<file path="src/rtl/hamming_29_24_sec_codec_defines.svh">
// ---------------------------------------------------------------------------
// Hamming (29,24) SEC codec - assertion macros
// Shared concurrent assertion forms, clocked on i_clk, off during reset.
// ---------------------------------------------------------------------------
`ifndef HAMMING_29_24_SEC_CODEC_DEFINES_SVH
`define HAMMING_29_24_SEC_CODEC_DEFINES_SVH

// same-cycle implication
`define HM_ASSERT_NOW(lbl, ante, cons, msg) \
    lbl: assert property (@(posedge i_clk) disable iff (!i_rst_n) (ante) |-> (cons)) \
        else $error(msg);

// next-cycle implication
`define HM_ASSERT_NEXT(lbl, ante, cons, msg) \
    lbl: assert property (@(posedge i_clk) disable iff (!i_rst_n) (ante) |=> (cons)) \
        else $error(msg);

`endif

</file>
<file path="src/rtl/hm_pkg.sv">
`timescale 1ns / 1ps
// ---------------------------------------------------------------------------
// Hamming (29,24) SEC codec package
// Check masks, action codes, stage payload types and the syndrome function.
// ---------------------------------------------------------------------------
package hm_pkg;

    localparam logic [31:0] CHK0_MASK = 32'h1555_5555;
    localparam logic [31:0] CHK1_MASK = 32'h0CCC_CCCC;
    localparam logic [31:0] CHK2_MASK = 32'h03C3_C3C3;
    localparam logic [31:0] CHK3_MASK = 32'h003F_C03F;
    localparam logic [31:0] CHK4_MASK = 32'h0000_3FFF;
    localparam logic [31:0] TOP_MASK  = 32'hE000_0000;
    localparam logic [4:0]  CODE_LEN  = 5'd29;

    localparam logic ACT_ENCODE = 1'b0;
    localparam logic ACT_DECODE = 1'b1;

    typedef struct packed {
        logic        action;
        logic [31:0] word;
        logic [4:0]  syn;
        logic        erased;
    } t_chk;

    typedef struct packed {
        logic        action;
        logic [31:0] word;
        logic [4:0]  syn;
        logic        corrected;
        logic        uncorrectable;
        logic        erased;
    } t_fix;

    function automatic logic [4:0] calc_syndrome(input logic [31:0] w);
        calc_syndrome = {^(w & CHK4_MASK), ^(w & CHK3_MASK), ^(w & CHK2_MASK),
                         ^(w & CHK1_MASK), ^(w & CHK0_MASK)};
    endfunction

endpackage

</file>
<file path="src/rtl/hm_if.sv">
`timescale 1ns / 1ps
// ---------------------------------------------------------------------------
// Hamming (29,24) SEC codec channels
// Valid/ready interfaces for the request and result transactions.
// ---------------------------------------------------------------------------
interface hm_in_if;
    logic        valid;
    logic        ready;
    logic        action;
    logic [7:0]  byte_hi;
    logic [7:0]  byte_mid;
    logic [7:0]  byte_lo;
    logic [31:0] stored_word;

    modport source (output valid, action, byte_hi, byte_mid, byte_lo, stored_word,
                    input ready);
    modport sink   (input valid, action, byte_hi, byte_mid, byte_lo, stored_word,
                    output ready);
endinterface

interface hm_out_if;
    logic        valid;
    logic        ready;
    logic [31:0] code_out;
    logic [7:0]  dec_hi;
    logic [7:0]  dec_mid;
    logic [7:0]  dec_lo;
    logic [4:0]  syndrome;
    logic        corrected;
    logic        uncorrectable;
    logic        erased;

    modport source (output valid, code_out, dec_hi, dec_mid, dec_lo, syndrome,
                    corrected, uncorrectable, erased, input ready);
    modport sink   (input valid, code_out, dec_hi, dec_mid, dec_lo, syndrome,
                    corrected, uncorrectable, erased, output ready);
endinterface

</file>
<file path="src/rtl/hamming_29_24_sec_codec.sv">
// Path: an accepted request is registered by the check, fix and output stages in turn before the result is valid.
// Throughput: one transaction per cycle while the result sink is ready; each stage advances when the next one is free.
// A stalled result holds in the output register while upstream stages keep filling.
// Reset (synchronous, active low) clears the three stage valid bits; no clearing pass.
`timescale 1ns / 1ps
// ---------------------------------------------------------------------------
// Hamming (29,24) SEC codec
// Encodes three bytes into a 29-bit Hamming code word or decodes and corrects
// a single-bit error in a stored word, three register stages deep.
// ---------------------------------------------------------------------------
`include "hamming_29_24_sec_codec_defines.svh"

module hamming_29_24_sec_codec (
    input  logic i_clk,
    input  logic i_rst_n,
    hm_in_if.sink    i_in,
    hm_out_if.source o_out
);
    import hm_pkg::*;

    logic chk_valid;
    t_chk chk_data;
    logic fix_ready;
    logic fix_valid;
    t_fix fix_data;
    logic out_ready;

    hm_chk_stage u_chk (
        .i_clk   (i_clk),
        .i_rst_n (i_rst_n),
        .i_in    (i_in),
        .i_ready (fix_ready),
        .o_valid (chk_valid),
        .o_data  (chk_data)
    );

    hm_fix_stage u_fix (
        .i_clk   (i_clk),
        .i_rst_n (i_rst_n),
        .i_valid (chk_valid),
        .i_data  (chk_data),
        .o_ready (fix_ready),
        .i_ready (out_ready),
        .o_valid (fix_valid),
        .o_data  (fix_data)
    );

    hm_out_stage u_out (
        .i_clk   (i_clk),
        .i_rst_n (i_rst_n),
        .i_valid (fix_valid),
        .i_data  (fix_data),
        .o_ready (out_ready),
        .o_out   (o_out)
    );

    `HM_ASSERT_NOW(a_code_top_zero, o_out.valid, o_out.code_out[31:29] == 3'd0, "code word top bits set")
    `HM_ASSERT_NOW(a_fix_excl, o_out.valid && o_out.corrected, !o_out.uncorrectable && o_out.code_out == '0 && o_out.syndrome != '0, "corrected result inconsistent")
    `HM_ASSERT_NOW(a_bad_syn, o_out.valid && o_out.uncorrectable, o_out.syndrome == 5'd30 || o_out.syndrome == 5'd31, "uncorrectable without out-of-range syndrome")
    `HM_ASSERT_NEXT(a_fix_hold, fix_valid && !out_ready, fix_valid && $stable(fix_data), "fix stage lost data while stalled")
endmodule

</file>
<file path="src/rtl/hm_chk_stage.sv">
`timescale 1ns / 1ps
// ---------------------------------------------------------------------------
// Hamming (29,24) SEC codec - check stage
// Places data bits (encode) or takes the stored word (decode) and registers
// it with its 5-bit parity check.
// ---------------------------------------------------------------------------
module hm_chk_stage (
    input  logic         i_clk,
    input  logic         i_rst_n,
    hm_in_if.sink        i_in,
    input  logic         i_ready,
    output logic         o_valid,
    output hm_pkg::t_chk o_data
);
    import hm_pkg::*;

    logic        r_valid;
    t_chk        r_data;
    t_chk        n_data;
    logic [31:0] placed;
    logic        adv;

    assign adv        = !r_valid || i_ready;
    assign i_in.ready = adv;

    always_comb begin
        placed        = '0;
        placed[26]    = i_in.byte_hi[7];
        placed[24:22] = i_in.byte_hi[6:4];
        placed[20:17] = i_in.byte_hi[3:0];
        placed[16:14] = i_in.byte_mid[7:5];
        placed[12:8]  = i_in.byte_mid[4:0];
        placed[7:0]   = i_in.byte_lo;

        n_data.action = i_in.action;
        n_data.word   = (i_in.action == ACT_DECODE) ? i_in.stored_word : placed;
        n_data.syn    = calc_syndrome(n_data.word);
        n_data.erased = (i_in.action == ACT_DECODE) && ((i_in.stored_word & TOP_MASK) != '0);
    end

    always_ff @(posedge i_clk) begin
        if (!i_rst_n) begin
            r_valid <= 1'b0;
        end else if (adv) begin
            r_valid <= i_in.valid;
        end
    end

    always_ff @(posedge i_clk) begin
        if (adv && i_in.valid) begin
            r_data <= n_data;
        end
    end

    assign o_valid = r_valid;
    assign o_data  = r_data;
endmodule

</file>
<file path="src/rtl/hm_fix_stage.sv">
`timescale 1ns / 1ps
// ---------------------------------------------------------------------------
// Hamming (29,24) SEC codec - fix stage
// Inserts parity bits on encode; flips the addressed bit on decode, or flags an out-of-range syndrome as uncorrectable.
// ---------------------------------------------------------------------------
module hm_fix_stage (
    input  logic         i_clk,
    input  logic         i_rst_n,
    input  logic         i_valid,
    input  hm_pkg::t_chk i_data,
    output logic         o_ready,
    input  logic         i_ready,
    output logic         o_valid,
    output hm_pkg::t_fix o_data
);
    import hm_pkg::*;

    logic        r_valid;
    t_fix        r_data;
    t_fix        n_data;
    logic [4:0]  pos;
    logic        in_range;
    logic        adv;

    assign adv     = !r_valid || i_ready;
    assign o_ready = adv;

    assign pos      = CODE_LEN - i_data.syn;
    assign in_range = (i_data.syn != '0) && (i_data.syn <= CODE_LEN);

    always_comb begin
        n_data.action        = i_data.action;
        n_data.word          = i_data.word;
        n_data.syn           = i_data.syn;
        n_data.corrected     = 1'b0;
        n_data.uncorrectable = 1'b0;
        n_data.erased        = i_data.erased;
        if (i_data.action == ACT_ENCODE) begin
            n_data.word[28] = i_data.syn[0];
            n_data.word[27] = i_data.syn[1];
            n_data.word[25] = i_data.syn[2];
            n_data.word[21] = i_data.syn[3];
            n_data.word[13] = i_data.syn[4];
            n_data.syn      = '0;
        end else if (in_range) begin
            n_data.word      = i_data.word ^ (32'd1 << pos);
            n_data.corrected = 1'b1;
        end else if (i_data.syn != '0) begin
            n_data.uncorrectable = 1'b1;
        end
    end

    always_ff @(posedge i_clk) begin
        if (!i_rst_n) begin
            r_valid <= 1'b0;
        end else if (adv) begin
            r_valid <= i_valid;
        end
    end

    always_ff @(posedge i_clk) begin
        if (adv && i_valid) begin
            r_data <= n_data;
        end
    end

    assign o_valid = r_valid;
    assign o_data  = r_data;
endmodule

</file>
<file path="src/rtl/hm_out_stage.sv">
`timescale 1ns / 1ps
// ---------------------------------------------------------------------------
// Hamming (29,24) SEC codec - output stage
// Extracts the data bytes and holds the result transaction for the sink.
// ---------------------------------------------------------------------------
module hm_out_stage (
    input  logic         i_clk,
    input  logic         i_rst_n,
    input  logic         i_valid,
    input  hm_pkg::t_fix i_data,
    output logic         o_ready,
    hm_out_if.source     o_out
);
    import hm_pkg::*;

    logic        r_valid;
    logic [31:0] r_code_out;
    logic [7:0]  r_dec_hi;
    logic [7:0]  r_dec_mid;
    logic [7:0]  r_dec_lo;
    logic [4:0]  r_syndrome;
    logic        r_corrected;
    logic        r_uncorrectable;
    logic        r_erased;
    logic        adv;
    logic        dec;

    assign adv     = !r_valid || o_out.ready;
    assign o_ready = adv;
    assign dec     = (i_data.action == ACT_DECODE);

    always_ff @(posedge i_clk) begin
        if (!i_rst_n) begin
            r_valid <= 1'b0;
        end else if (adv) begin
            r_valid <= i_valid;
        end
    end

    always_ff @(posedge i_clk) begin
        if (adv && i_valid) begin
            r_code_out      <= dec ? '0 : i_data.word;
            r_dec_hi        <= dec ? {i_data.word[26], i_data.word[24:22], i_data.word[20:17]}
                                   : '0;
            r_dec_mid       <= dec ? {i_data.word[16:14], i_data.word[12:8]} : '0;
            r_dec_lo        <= dec ? i_data.word[7:0] : '0;
            r_syndrome      <= i_data.syn;
            r_corrected     <= i_data.corrected;
            r_uncorrectable <= i_data.uncorrectable;
            r_erased        <= i_data.erased;
        end
    end

    assign o_out.valid         = r_valid;
    assign o_out.code_out      = r_code_out;
    assign o_out.dec_hi        = r_dec_hi;
    assign o_out.dec_mid       = r_dec_mid;
    assign o_out.dec_lo        = r_dec_lo;
    assign o_out.syndrome      = r_syndrome;
    assign o_out.corrected     = r_corrected;
    assign o_out.uncorrectable = r_uncorrectable;
    assign o_out.erased        = r_erased;
endmodule

</file>
<file path="src/flat_wrapper.sv">
// flat-port wrapper written by rule: the top's interface ports become plain ports
module hamming_29_24_sec_codec_flat import hm_pkg::*;
  (i_clk, i_rst_n, i_in_valid, i_in_action, i_in_byte_hi, i_in_byte_mid, i_in_byte_lo, i_in_stored_word, i_in_ready, o_out_valid, o_out_code_out, o_out_dec_hi, o_out_dec_mid, o_out_dec_lo, o_out_syndrome, o_out_corrected, o_out_uncorrectable, o_out_erased, o_out_ready);
  hm_in_if i_in_i ();
  hm_out_if o_out_i ();
  input  logic i_clk;
  input  logic i_rst_n;
  input wire logic [$bits(i_in_i.valid)-1:0] i_in_valid;
  input wire logic [$bits(i_in_i.action)-1:0] i_in_action;
  input wire logic [$bits(i_in_i.byte_hi)-1:0] i_in_byte_hi;
  input wire logic [$bits(i_in_i.byte_mid)-1:0] i_in_byte_mid;
  input wire logic [$bits(i_in_i.byte_lo)-1:0] i_in_byte_lo;
  input wire logic [$bits(i_in_i.stored_word)-1:0] i_in_stored_word;
  output wire logic [$bits(i_in_i.ready)-1:0] i_in_ready;
  output wire logic [$bits(o_out_i.valid)-1:0] o_out_valid;
  output wire logic [$bits(o_out_i.code_out)-1:0] o_out_code_out;
  output wire logic [$bits(o_out_i.dec_hi)-1:0] o_out_dec_hi;
  output wire logic [$bits(o_out_i.dec_mid)-1:0] o_out_dec_mid;
  output wire logic [$bits(o_out_i.dec_lo)-1:0] o_out_dec_lo;
  output wire logic [$bits(o_out_i.syndrome)-1:0] o_out_syndrome;
  output wire logic [$bits(o_out_i.corrected)-1:0] o_out_corrected;
  output wire logic [$bits(o_out_i.uncorrectable)-1:0] o_out_uncorrectable;
  output wire logic [$bits(o_out_i.erased)-1:0] o_out_erased;
  input wire logic [$bits(o_out_i.ready)-1:0] o_out_ready;
  assign i_in_i.valid = i_in_valid;
  assign i_in_i.action = i_in_action;
  assign i_in_i.byte_hi = i_in_byte_hi;
  assign i_in_i.byte_mid = i_in_byte_mid;
  assign i_in_i.byte_lo = i_in_byte_lo;
  assign i_in_i.stored_word = i_in_stored_word;
  assign i_in_ready = i_in_i.ready;
  assign o_out_valid = o_out_i.valid;
  assign o_out_code_out = o_out_i.code_out;
  assign o_out_dec_hi = o_out_i.dec_hi;
  assign o_out_dec_mid = o_out_i.dec_mid;
  assign o_out_dec_lo = o_out_i.dec_lo;
  assign o_out_syndrome = o_out_i.syndrome;
  assign o_out_corrected = o_out_i.corrected;
  assign o_out_uncorrectable = o_out_i.uncorrectable;
  assign o_out_erased = o_out_i.erased;
  assign o_out_i.ready = o_out_ready;
  hamming_29_24_sec_codec u_core (.i_clk(i_clk), .i_rst_n(i_rst_n), .i_in(i_in_i), .o_out(o_out_i));
endmodule
</file>
<file path="config.mk">
export PLATFORM = sky130hd
export DESIGN_NAME = hamming_29_24_sec_codec_flat
export DESIGN_NICKNAME = d
export VERILOG_FILES = /design/src/rtl/hm_pkg.sv /design/src/rtl/hm_if.sv /design/src/rtl/hamming_29_24_sec_codec.sv /design/src/rtl/hm_chk_stage.sv /design/src/rtl/hm_fix_stage.sv /design/src/rtl/hm_out_stage.sv /design/src/flat_wrapper.sv
export VERILOG_INCLUDE_DIRS = /design/src /design/src/rtl
export SDC_FILE = /design/constraint.sdc
export NUM_CORES = 1
export LEC_CHECK = 0
export BUFFER_PORTS_ARGS = -buffer_cell sky130_fd_sc_hd__buf_4
export CAP_MARGIN = 20
export CORE_MARGIN = 2
export CORE_UTILIZATION = 32
export CTS_CLUSTER_DIAMETER = 60
export DETAILED_ROUTE_END_ITERATION = 10
export MAX_ROUTING_LAYER = met4
export SKIP_CTS_REPAIR_TIMING = 1
export SLEW_MARGIN = 20
export SYNTH_ARGS = -nofsm -noshare
export SYNTH_HDL_FRONTEND = slang
export SYNTH_SLANG_ARGS = --single-unit
</file>
<file path="constraint.sdc">
create_clock -name i_clk -period 4.9 [get_ports i_clk]
set_clock_uncertainty 0.1 [all_clocks]
set_input_delay 0.245 -clock i_clk [delete_from_list [all_inputs] [get_ports i_clk]]
set_output_delay 0.245 -clock i_clk [all_outputs]
set_load 0.01 [all_outputs]
</file>
### Word-level counts from Yosys, hierarchy flattened

Cells that the tools add are included.

| storage, ports and cells | value |
|---|---|
| word-level logic and storage cells | 59 |
| output and inout port bits | 66 |
| flip-flop bits (word level) | 147 |
| input port bits | 61 |

| operators by class | value |
|---|---|
| multiplexer cells | 13 |
| $add $sub $neg | 1 |
| shift operators | 1 |
| reduce and logical (&&, ||, !) cells | 19 |
| bitwise operators | 2 |
| magnitude comparators | 1 |

Operator list:

| cell | count |
|---|---|
| $reduce_xor A32 Y1 | 5 |
| $mux W32 | 1 |
| $reduce_bool A32 Y1 | 1 |
| $shl A1 B5 Y32 const A | 1 |
| $xor A32 B32 Y32 | 1 |
| $mux W29 | 1 |
| $mux W13 | 1 |
| $mux W7 | 1 |
| $mux W1 | 6 |
| $mux W3 | 2 |
| $le A5 B5 Y1 const B | 1 |
| $logic_and A1 B1 Y1 | 5 |
| $reduce_bool A5 Y1 | 1 |
| $sub A5 B5 Y5 const A | 1 |
| $logic_not A1 Y1 | 3 |
| $logic_or A1 B1 Y1 | 3 |
| $mux W2 | 1 |
| $reduce_or A2 Y1 | 1 |
| $not A1 Y1 | 1 |

### Depth between registers and ports, before layout

Gate-level depths: netlist (run 1).

| logic depth | value |
|---|---|
| depth after elaboration | 5 |
| gate-level depth with buffers | 7 |
| mapped depth without buffers | 6 |

### Hierarchy

A second synthesis (run 1) with hierarchy kept.

| unflattened totals | value |
|---|---|
| cell total of the unflattened synthesis | 465 |
| area total of the unflattened synthesis | 7,018.0 µm² |

By module, submodules not included:

| module | times used | area an instance (µm²) | seq. area each (µm²) | cells each |
|---|---|---|---|---|
| hm_chk_stage | 1 | 2,403.6 | 1,191.1 | 144 |
| hm_out_stage | 1 | 2,377.3 | 1,941.9 | 131 |
| hm_fix_stage | 1 | 2,237.1 | 1,251.2 | 190 |

### Worst setup path before layout (run 1)

Ideal clock, no wire load.

| timing path | value |
|---|---|
| path kind | reg-to-reg |
| start | reg u_core.u_out.r_valid (netlist: u_core.u_out.o_out.valid) |
| end | reg u_core.u_fix.r_data, in the netlist u_core.u_fix.o_data[0] (enable) |
| data required time | 4.298 ns |
| setup slack | 0.761 ns |
| buffers on the path | 0 |
| arrival time | 3.537 ns |
| period minus slack after synthesis | 4.139 ns |
| cell stages (with the launch flop) | 3 |
| library setup time | 0.502 ns |
| cell sequence | dfxtp_1 -> nor2b_1 -> a21boi_0 |

| between the ends | value |
|---|---|
| cells in the longest elaborated chain, start to end | 4 |

Ends and longest elaborated chain:

| item | line | RTL |
|---|---|---|
| start, declared | hm_out_stage.sv:16 | `logic r_valid;` |
| start signal, assigned | hm_out_stage.sv:36 | `r_valid <= i_valid;` |
| $logic_not A1 Y1 | hm_out_stage.sv:28 | `assign adv = !r_valid \|\| o_out.ready;` |
| $logic_or A1 B1 Y1 | hm_out_stage.sv:28 |  |
| $logic_or A1 B1 Y1 | hm_fix_stage.sv:25 | `assign adv = !r_valid \|\| i_ready;` |
| $logic_and A1 B1 Y1 | hm_fix_stage.sv:62 | `if (adv && i_valid) begin` |
| end signal, assigned | hm_fix_stage.sv:63 | `r_data <= n_data;` |
| end, declared | hm_fix_stage.sv:19 | `t_fix r_data;` |

No other way between the ends.
A chain may end at the register's enable or synchronous reset.

==> Flow_metrics.wiki, run 1 <==
{| class="wikitable"
! Metric !! Value
|-
| Final weighted congestion in routability-driven placement || 0.864
|-
| Average wire per standard cell || 15.1 um
|-
| Endpoint class of the critical path || flip-flop
|-
| Leakage power total || about 0.0032 uW
|-
| Max capacitance violation total || 0
|-
| Detailed-route vias per instance || 4.26
|-
| Largest net degree at the start of global routing || 65
|-
| Main combinational cell family by area after synthesis || simple AND/OR/NAND/NOR gates
|-
| Storage element area || 0.00438 mm^2
|-
| Post-synthesis register bit count || 147
|-
| Mean instance size in the synthesized netlist || 14.6 um^2
|-
| Maximum fanout encountered on the critical timing path || 10
|-
| First-pass GRT wire length || 20,200 um
|-
| Most area-hungry cell type in the Yosys netlist || sky130_fd_sc_hd__edfxtp_1
|-
| Cells taking the most area after synthesis || sky130_fd_sc_hd__edfxtp_1, sky130_fd_sc_hd__xnor2_1, sky130_fd_sc_hd__xor2_1, sky130_fd_sc_hd__nor2b_1, sky130_fd_sc_hd__and2_1
|-
| Power density of the placed cells || 435 mW/mm^2
|-
| Final period utilization || 0.519
|-
| Aggregate global-route resource usage || 0.128
|-
| WL final || 13,100 um
|-
| Fillers || 1,870
|-
| Clock buffer depth || 2
|-
| Initial core utilization || 0.325
|-
| Top-count cell post-synth || sky130_fd_sc_hd__edfxtp_1
|-
| Pins Over Slew Limit || 0
|-
| Arr. time, crit path || 2.60 ns
|-
| Portion of the post-synthesis area used by sequential elements || 0.671
|-
| Count of synthesis-stage warnings from yosys || 0
|-
| DIE HEIGHT || 147 um
|-
| Worst EP required || between 4 and 5 ns
|-
| # setup viols final || 0
|-
| Run status || completed
|-
| Library cell contributing the largest single delay on the critical path || sky130_fd_sc_hd__edfxtp_1
|-
| EDFF count, synth || roughly 140
|-
| Stages on the worst setup path || 6
|-
| Core ar. || a little over 0.02 mm^2
|-
| Post-synthesis compound-gate area fraction || 0.0234
|-
| Unrepaired setup endpoints after global routing || no
|-
| Number of search-and-repair iterations in the first detailed-routing pass || 6
|-
| Clock tree from TritonCTS || done
|-
| Critical path, cell by cell || ha_1, xnor2_1, nand2b_1, o31ai_1, a21boi_0, o21ai_0
|-
| Placement row count || 52
|-
| Post-route antenna net violation count || 0
|-
| Hold violation total from the final report || 0
|-
| Classification of the worst-slack hold path || input port to flip-flop
|-
| Start-to-end type of the worst setup path || flip-flop to flip-flop
|-
| Pin slew with the least headroom to its limit || 0.788 ns
|-
| Antenna fix cells || 0
|-
| TNS Setup || 0 ns
|-
| Synth-to-layout area growth || 29.1%
|-
| Ratio of cells with drive above 1 in the final layout || 0.303
|-
| Multiplexer share of the synthesized area || 0.0605
|-
| Die width || between 100 and 150 um
|-
| Number of global-route vias before repair || 3,714
|-
| Via Count || ~3,700
|-
| Number of buffer and inverter stages on the critical path || 0
|-
| Area share of and/or/nand/nor cells after synthesis || 0.113
|-
| Family of cells with the greatest summed delay on the critical path || compound AO/OA/AOI/OAI gates
|-
| Yosys top cell area share || 0.662
|-
| Area used by multi-input combinational logic || ~0.002 mm^2
|-
| Final min period || ~2.5 ns
|-
| Worst Hold Depth || 2
|-
| Xor/xnor share of the synthesized area || 0.109
|-
| Worst Hold Margin || 0.0418 ns
|-
| Port-buffer cells || 126
|-
| Stage delay of the slowest cell on the critical path || 0.53 ns
|-
| Max_slew headroom || 0.475
|-
| Cell Area, Synth || 0.00653 mm^2
|-
| Most used standard cells in the synthesized netlist || sky130_fd_sc_hd__edfxtp_1, sky130_fd_sc_hd__xnor2_1, sky130_fd_sc_hd__nor2b_1
|-
| Async S/R FF share, synth || 0
|-
| Most used flip-flop cell after synthesis || sky130_fd_sc_hd__edfxtp_1
|-
| Post-detailed-placement half-perimeter wirelength || 9880 um
|-
| Post-Synthesis Net Count || a little over 500
|-
| Post-Synthesis Cells || 448
|-
| Number of distinct library cell variants in the gate-level netlist after synthesis || 41
|-
| First DRT Iteration DRCs || 187
|-
| Max Fclk || 393 MHz
|-
| Worst vdd rail ir drop || 235 uV
|-
| Number of sinks handled by clock tree synthesis || 147
|-
| CTS buffer count || 17
|-
| Insertion delay of the later-clocked pin in the worst-skew pair || 0.42 ns
|-
| Category of the worst setup path launch point || flip-flop
|-
| Cell at the root of the clock tree || sky130_fd_sc_hd__clkbuf_16
|-
| Number of design rule violations left after detail routing || 0
|-
| Initial antenna violation count || 0
|-
| Num ports || 127
|-
| Die ar. || 0.0216 mm^2
|-
| Number of levels in the clock H-tree || 4
|-
| Total gr overflow || 0
|-
| Nets || 648
|-
| Fraction of the mapped netlist area in adder cells || 0.00383
|-
| Worst-case reg-to-reg path depth || 6
|-
| Worst-path clk slew || 0.06 ns
|}
layer usage:
layer  vias to the layer above  global-route usage  part of all wire
met5                         -                   -                 0
met4                         0              0.0500             0.013
met3                        13              0.0255             0.048
met2                       116               0.197              0.47
met1                      1717               0.169              0.47
li1                       1846                   -                 -
flip-flops by register name, summed over array words and instances (netlist names):
signal / count
u_core.u_out.o_out.dec_hi: 8
u_core.u_out.o_out.dec_mid: 8
u_core.u_out.o_out.dec_lo: 8
u_core.u_out.o_out.corrected: 1
u_core.u_fix.o_data: 41
u_core.u_chk.o_data: 39
u_core.u_chk.o_valid: 1
u_core.u_out.o_out.uncorrectable: 1
u_core.u_out.o_out.valid: 1
u_core.u_fix.o_valid: 1
u_core.u_out.o_out.code_out: 32
u_core.u_out.o_out.syndrome: 5
u_core.u_out.o_out.erased: 1
worst reg2reg max path, stage by stage, from the launching register on:
cell                       delay (ns)
sky130_fd_sc_hd__edfxtp_1        0.53
sky130_fd_sc_hd__ha_1            0.31
sky130_fd_sc_hd__xnor2_1         0.50
sky130_fd_sc_hd__nand2b_1        0.29
sky130_fd_sc_hd__o31ai_1         0.27
sky130_fd_sc_hd__a21boi_0        0.19
sky130_fd_sc_hd__o21ai_0         0.08
cells in the final DEF, fill, tap and decap left out, types with 5 or more instances in the layout:
cell type	instances
sky130_fd_sc_hd__xor2_1	29
sky130_fd_sc_hd__edfxtp_1	144
sky130_fd_sc_hd__xnor2_1	42
sky130_fd_sc_hd__nand2_1	20
sky130_fd_sc_hd__nor2_1	24
sky130_fd_sc_hd__mux2_2	11
sky130_fd_sc_hd__buf_4	130
sky130_fd_sc_hd__and2_1	37
sky130_fd_sc_hd__inv_1	16
sky130_fd_sc_hd__a21oi_1	7
sky130_fd_sc_hd__nand3_1	6
sky130_fd_sc_hd__nor2b_1	37
sky130_fd_sc_hd__mux2i_1	18
sky130_fd_sc_hd__mux2i_2	5
sky130_fd_sc_hd__clkbuf_16	17
final cells by class:
type | instances | share of cell area
Clock buffer | 18 | 0.0509
Clock inverter | 13 | 0.0219
Inverter | 16 | 0.00712
Multi-Input combinational cell | 272 | 0.244
Sequential cell | 147 | 0.520
Tap cell | 270 | 0.0400
Timing Repair Buffer | 131 | 0.117
per-stage QoR:
step | area (um^2) | worst slack, ns | std cells | utilization | total power, uW
5_1_grt | 8440 | 2.14 | 867 | 0.420 | 3850
4_1_cts | 8430 | 2.43 | 866 | 0.419 | 3710
3_3_place_gp | 7810 | 2.49 | 835 | 0.389 | 2370
2_1_floorplan | 6530 | 0.761 | 448 | - | 2140
3_5_place_dp | 7810 | 2.41 | 835 | 0.389 | 2370
6_report | 8440 | 2.36 | 867 | 0.420 | 3670
where the power goes:
| part | leakage [uW] | switching (uW) | internal, uW |
|---|---|---|---|
| sequential | 0.00138 | 99.0 | 1530 |
| combinational | 0.00151 | 398 | 316 |
| clock | 0.000296 | 481 | 849 |
| total | 0.00319 | 978 | 2690 |
final timing paths:
check	start	to	slack, ns
worst min-delay path	i_in_stored_word[29]	u_core.u_chk.o_data[35]$_SDFFCE_PN0P_	0.04
worst max register to register	u_core.u_chk.o_data[3]$_DFFE_PP_	u_core.u_fix.o_data[33]$_DFFE_PP_	2.36
worst min register to register	u_core.u_fix.o_data[7]$_SDFFCE_PN0P_	u_core.u_out.o_out.syndrome[4]$_DFFE_PP_	0.32
worst max-delay path	u_core.u_chk.o_data[3]$_DFFE_PP_	u_core.u_fix.o_data[33]$_DFFE_PP_	2.36
logic make-up after synthesis:
family / after synthesis
muxes: 35
buffers and inverters: 29
AOI/OAI and AO/OA: 24
DFF: 147
xor gates and xnor gates: 75
adders and majority gates: 2
and+or+nand+nor: 136
No activity file was read; power rests on OpenSTA's default activity.
==> inputs of run 2 (changes only) <==
clock period = 2.55 ns   (was 4.9 ns; I/O delays follow)
==> run 2 against run 1 <==
- the run now ends with negative hold slack left
- sequential power up 87%
- critical endpoint unchanged
- first-iteration DRC count decreased by 32%
- non-clock buffer count rose by 60
- count of clock-buffer cells in the layout is 1 higher
- flip-flop and latch count did not move
- highest routed layer unchanged
==> Flow_metrics.wiki, run 2 (synthesis results as in run 1) <==
{| class="wikitable"
! Metric !! Value
|-
| Run status || finished, violations left
|-
| Violated checks || negative hold slack
|-
| Die ar. || 0.0216 mm^2
|-
| Most frequent cells in the layout || sky130_fd_sc_hd__edfxtp_1, sky130_fd_sc_hd__buf_4, sky130_fd_sc_hd__dlygate4sd3_1
|-
| Category of the worst setup path launch point || flip-flop
|-
| Cell at the root of the clock tree || sky130_fd_sc_hd__clkbuf_16
|-
| Num ports || 127
|-
| Clock tree from TritonCTS || done
|-
| Final period utilization || 0.840
|-
| Unrepaired setup endpoints after global routing || no
|-
| Final weighted congestion in routability-driven placement || 0.796
|-
| Fillers || 1,820
|-
| Relative contribution of sequential cells to total power || 0.419
|-
| Worst-path clk slew || approximately 0.060 ns
|-
| Antenna fix cells || 0
|-
| Classification of the worst-slack hold path || input port to flip-flop
|-
| Number of search-and-repair iterations in the first detailed-routing pass || 4
|-
| Worst vdd rail ir drop || 473 uV
|-
| Worst Hold Depth || 3
|-
| Core ar. || 0.0201 mm^2
|-
| Library cell contributing the largest single delay on the critical path || sky130_fd_sc_hd__edfxtp_1
|-
| Average wire per standard cell || ~15 um
|-
| Switching Fraction || 0.269
|-
| Area used by multi-input combinational logic || 0.00206 mm^2
|-
| Via Count || 3,849
|-
| Post-route antenna net violation count || 0
|-
| Number of global-route vias before repair || 3,682
|-
| Aggregate global-route resource usage || 0.132
|-
| Max capacitance violation total || 0
|-
| Storage element area || 0.00438 mm^2
|-
| Number of levels in the clock H-tree || 4
|-
| Internal power of the cells || 5320 uW
|-
| Post-detailed-placement half-perimeter wirelength || 10,300 um
|-
| Net switching component of the power || 1960 uW
|-
| TNS Setup || 0 ns
|-
| Instance area at placement || roughly 0.0079 mm^2
|-
| Post-route core utilization || 0.449
|-
| Endpoint class of the critical path || flip-flop
|-
| Ratio of cells with drive above 1 in the final layout || 0.292
|-
| Number of sinks handled by clock tree synthesis || roughly 150
|-
| Clock buffer depth || 2
|-
| Worst EP required || 2.61 ns
|-
| Die width || between 100 and 150 um
|-
| Initial core utilization || 0.325
|-
| Hold violation total from the final report || 3
|-
| CTS buffer count || 17
|-
| Maximum fanout encountered on the critical timing path || 10
|-
| Placement row count || 52
|-
| Detailed-route vias per instance || 4.15
|-
| Max Fclk || 467 MHz
|-
| Clock network fraction of design power || 0.353
|-
| Stage delay of the slowest cell on the critical path || 0.40 ns
|-
| Number of design rule violations left after detail routing || 0
|-
| WL final || 13,800 um
|-
| Insertion delay of the later-clocked pin in the worst-skew pair || 0.42 ns
|-
| Combinational group share of total power || 0.228
|-
| Pin slew with the least headroom to its limit || 0.627 ns
|-
| Synth-to-layout area growth || 38.3%
|-
| Leakage power total || roughly 0.0035 uW
|-
| First DRT Iteration DRCs || between 100 and 150
|-
| Port-buffer cells || between 100 and 150
|-
| Initial antenna violation count || 0
|-
| Total gr overflow || 0
|-
| # setup viols final || 0
|-
| Max_slew headroom || 0.581
|-
| Largest net degree at the start of global routing || 55
|-
| Worst Hold Margin || -0.0288 ns
|-
| First-pass GRT wire length || 20,700 um
|-
| Number of flip-flops in the largest register || 41
|-
| Final min period || around 2.1 ns
|-
| Arr. time, crit path || 2.20 ns
|-
| Worst-case reg-to-reg path depth || 7
|-
| DIE HEIGHT || 147 um
|-
| Start-to-end type of the worst setup path || flip-flop to flip-flop
|-
| Power density of the placed cells || 805 mW/mm^2
|-
| Nets || 708
|-
| Commonest non-fill, non-tap cell in the layout || sky130_fd_sc_hd__edfxtp_1
|-
| Critical path, cell by cell || buf_4, inv_1, ha_1, nand2b_1, o31ai_1, a21boi_0, o21ai_0
|-
| Finished Cell Area || 0.00903 mm^2
|-
| Pins Over Slew Limit || 0
|}
run 2: final cells by class:
cell class / count / area share
flip-flops and latches: 147 / 0.485
multi-input cells: 272 / 0.228
clock buffers: 19 / 0.0479
well taps: 270 / 0.0374
repair buffers: 191 / 0.174
clock inverters: 13 / 0.0204
inverters: 16 / 0.00665
run 2: power groups by stage:
stage / Sequential, uW / Combinational (uW) / Clock [uW]
6_report: 3050 / 1660 / 2570
5_1_grt: 3070 / 1820 / 2730
4_1_cts: 3050 / 1600 / 2630
3_5_place_dp: 3100 / 1590 / 0
3_3_place_gp: 3100 / 1600 / 0
2_1_floorplan: 3090 / 1010 / 0
run 2: worst max-delay path, delay by kind of cell, from the launching register on:
kind,cells,cell delay [ns]
simple gates,1,0.23
compound gates,3,0.52
buf+inv,2,0.29
fa+ha+maj,1,0.35
flops,1,0.40
run 2: metal layers:
metal	up-vias	GRT usage	share of wire
met3	13	0.0314	0.038
met1	1771	0.174	0.47
met4	0	0.0490	0.013
li1	1961	-	-
met5	-	-	0
met2	104	0.201	0.48
run 2: final timing paths:
check	slack [ns]	start	endpoint
worst max register to register	0.41	u_core.u_chk.o_data[2]$_DFFE_PP_	u_core.u_fix.o_data[33]$_DFFE_PP_
worst min register to register	0.32	u_core.u_fix.o_data[7]$_SDFFCE_PN0P_	u_core.u_out.o_out.syndrome[4]$_DFFE_PP_
worst max-delay path	0.41	u_core.u_chk.o_data[2]$_DFFE_PP_	u_core.u_fix.o_data[33]$_DFFE_PP_
worst min-delay path	-0.03	i_in_byte_hi[3]	u_core.u_chk.o_data[26]$_DFFE_PP_
run 2: through the flow:
step	instances	total power, uW	hold WS [ns]	worst slack [ns]
after floorplan	448	4100	0.126	0.206
after global placement	845	4690	0.245	0.251
after detailed placement	845	4690	0.256	0.192
after CTS	877	7280	-0.193	0.180
after global routing	928	7620	0.00304	0.228
final	928	7270	-0.0288	0.409
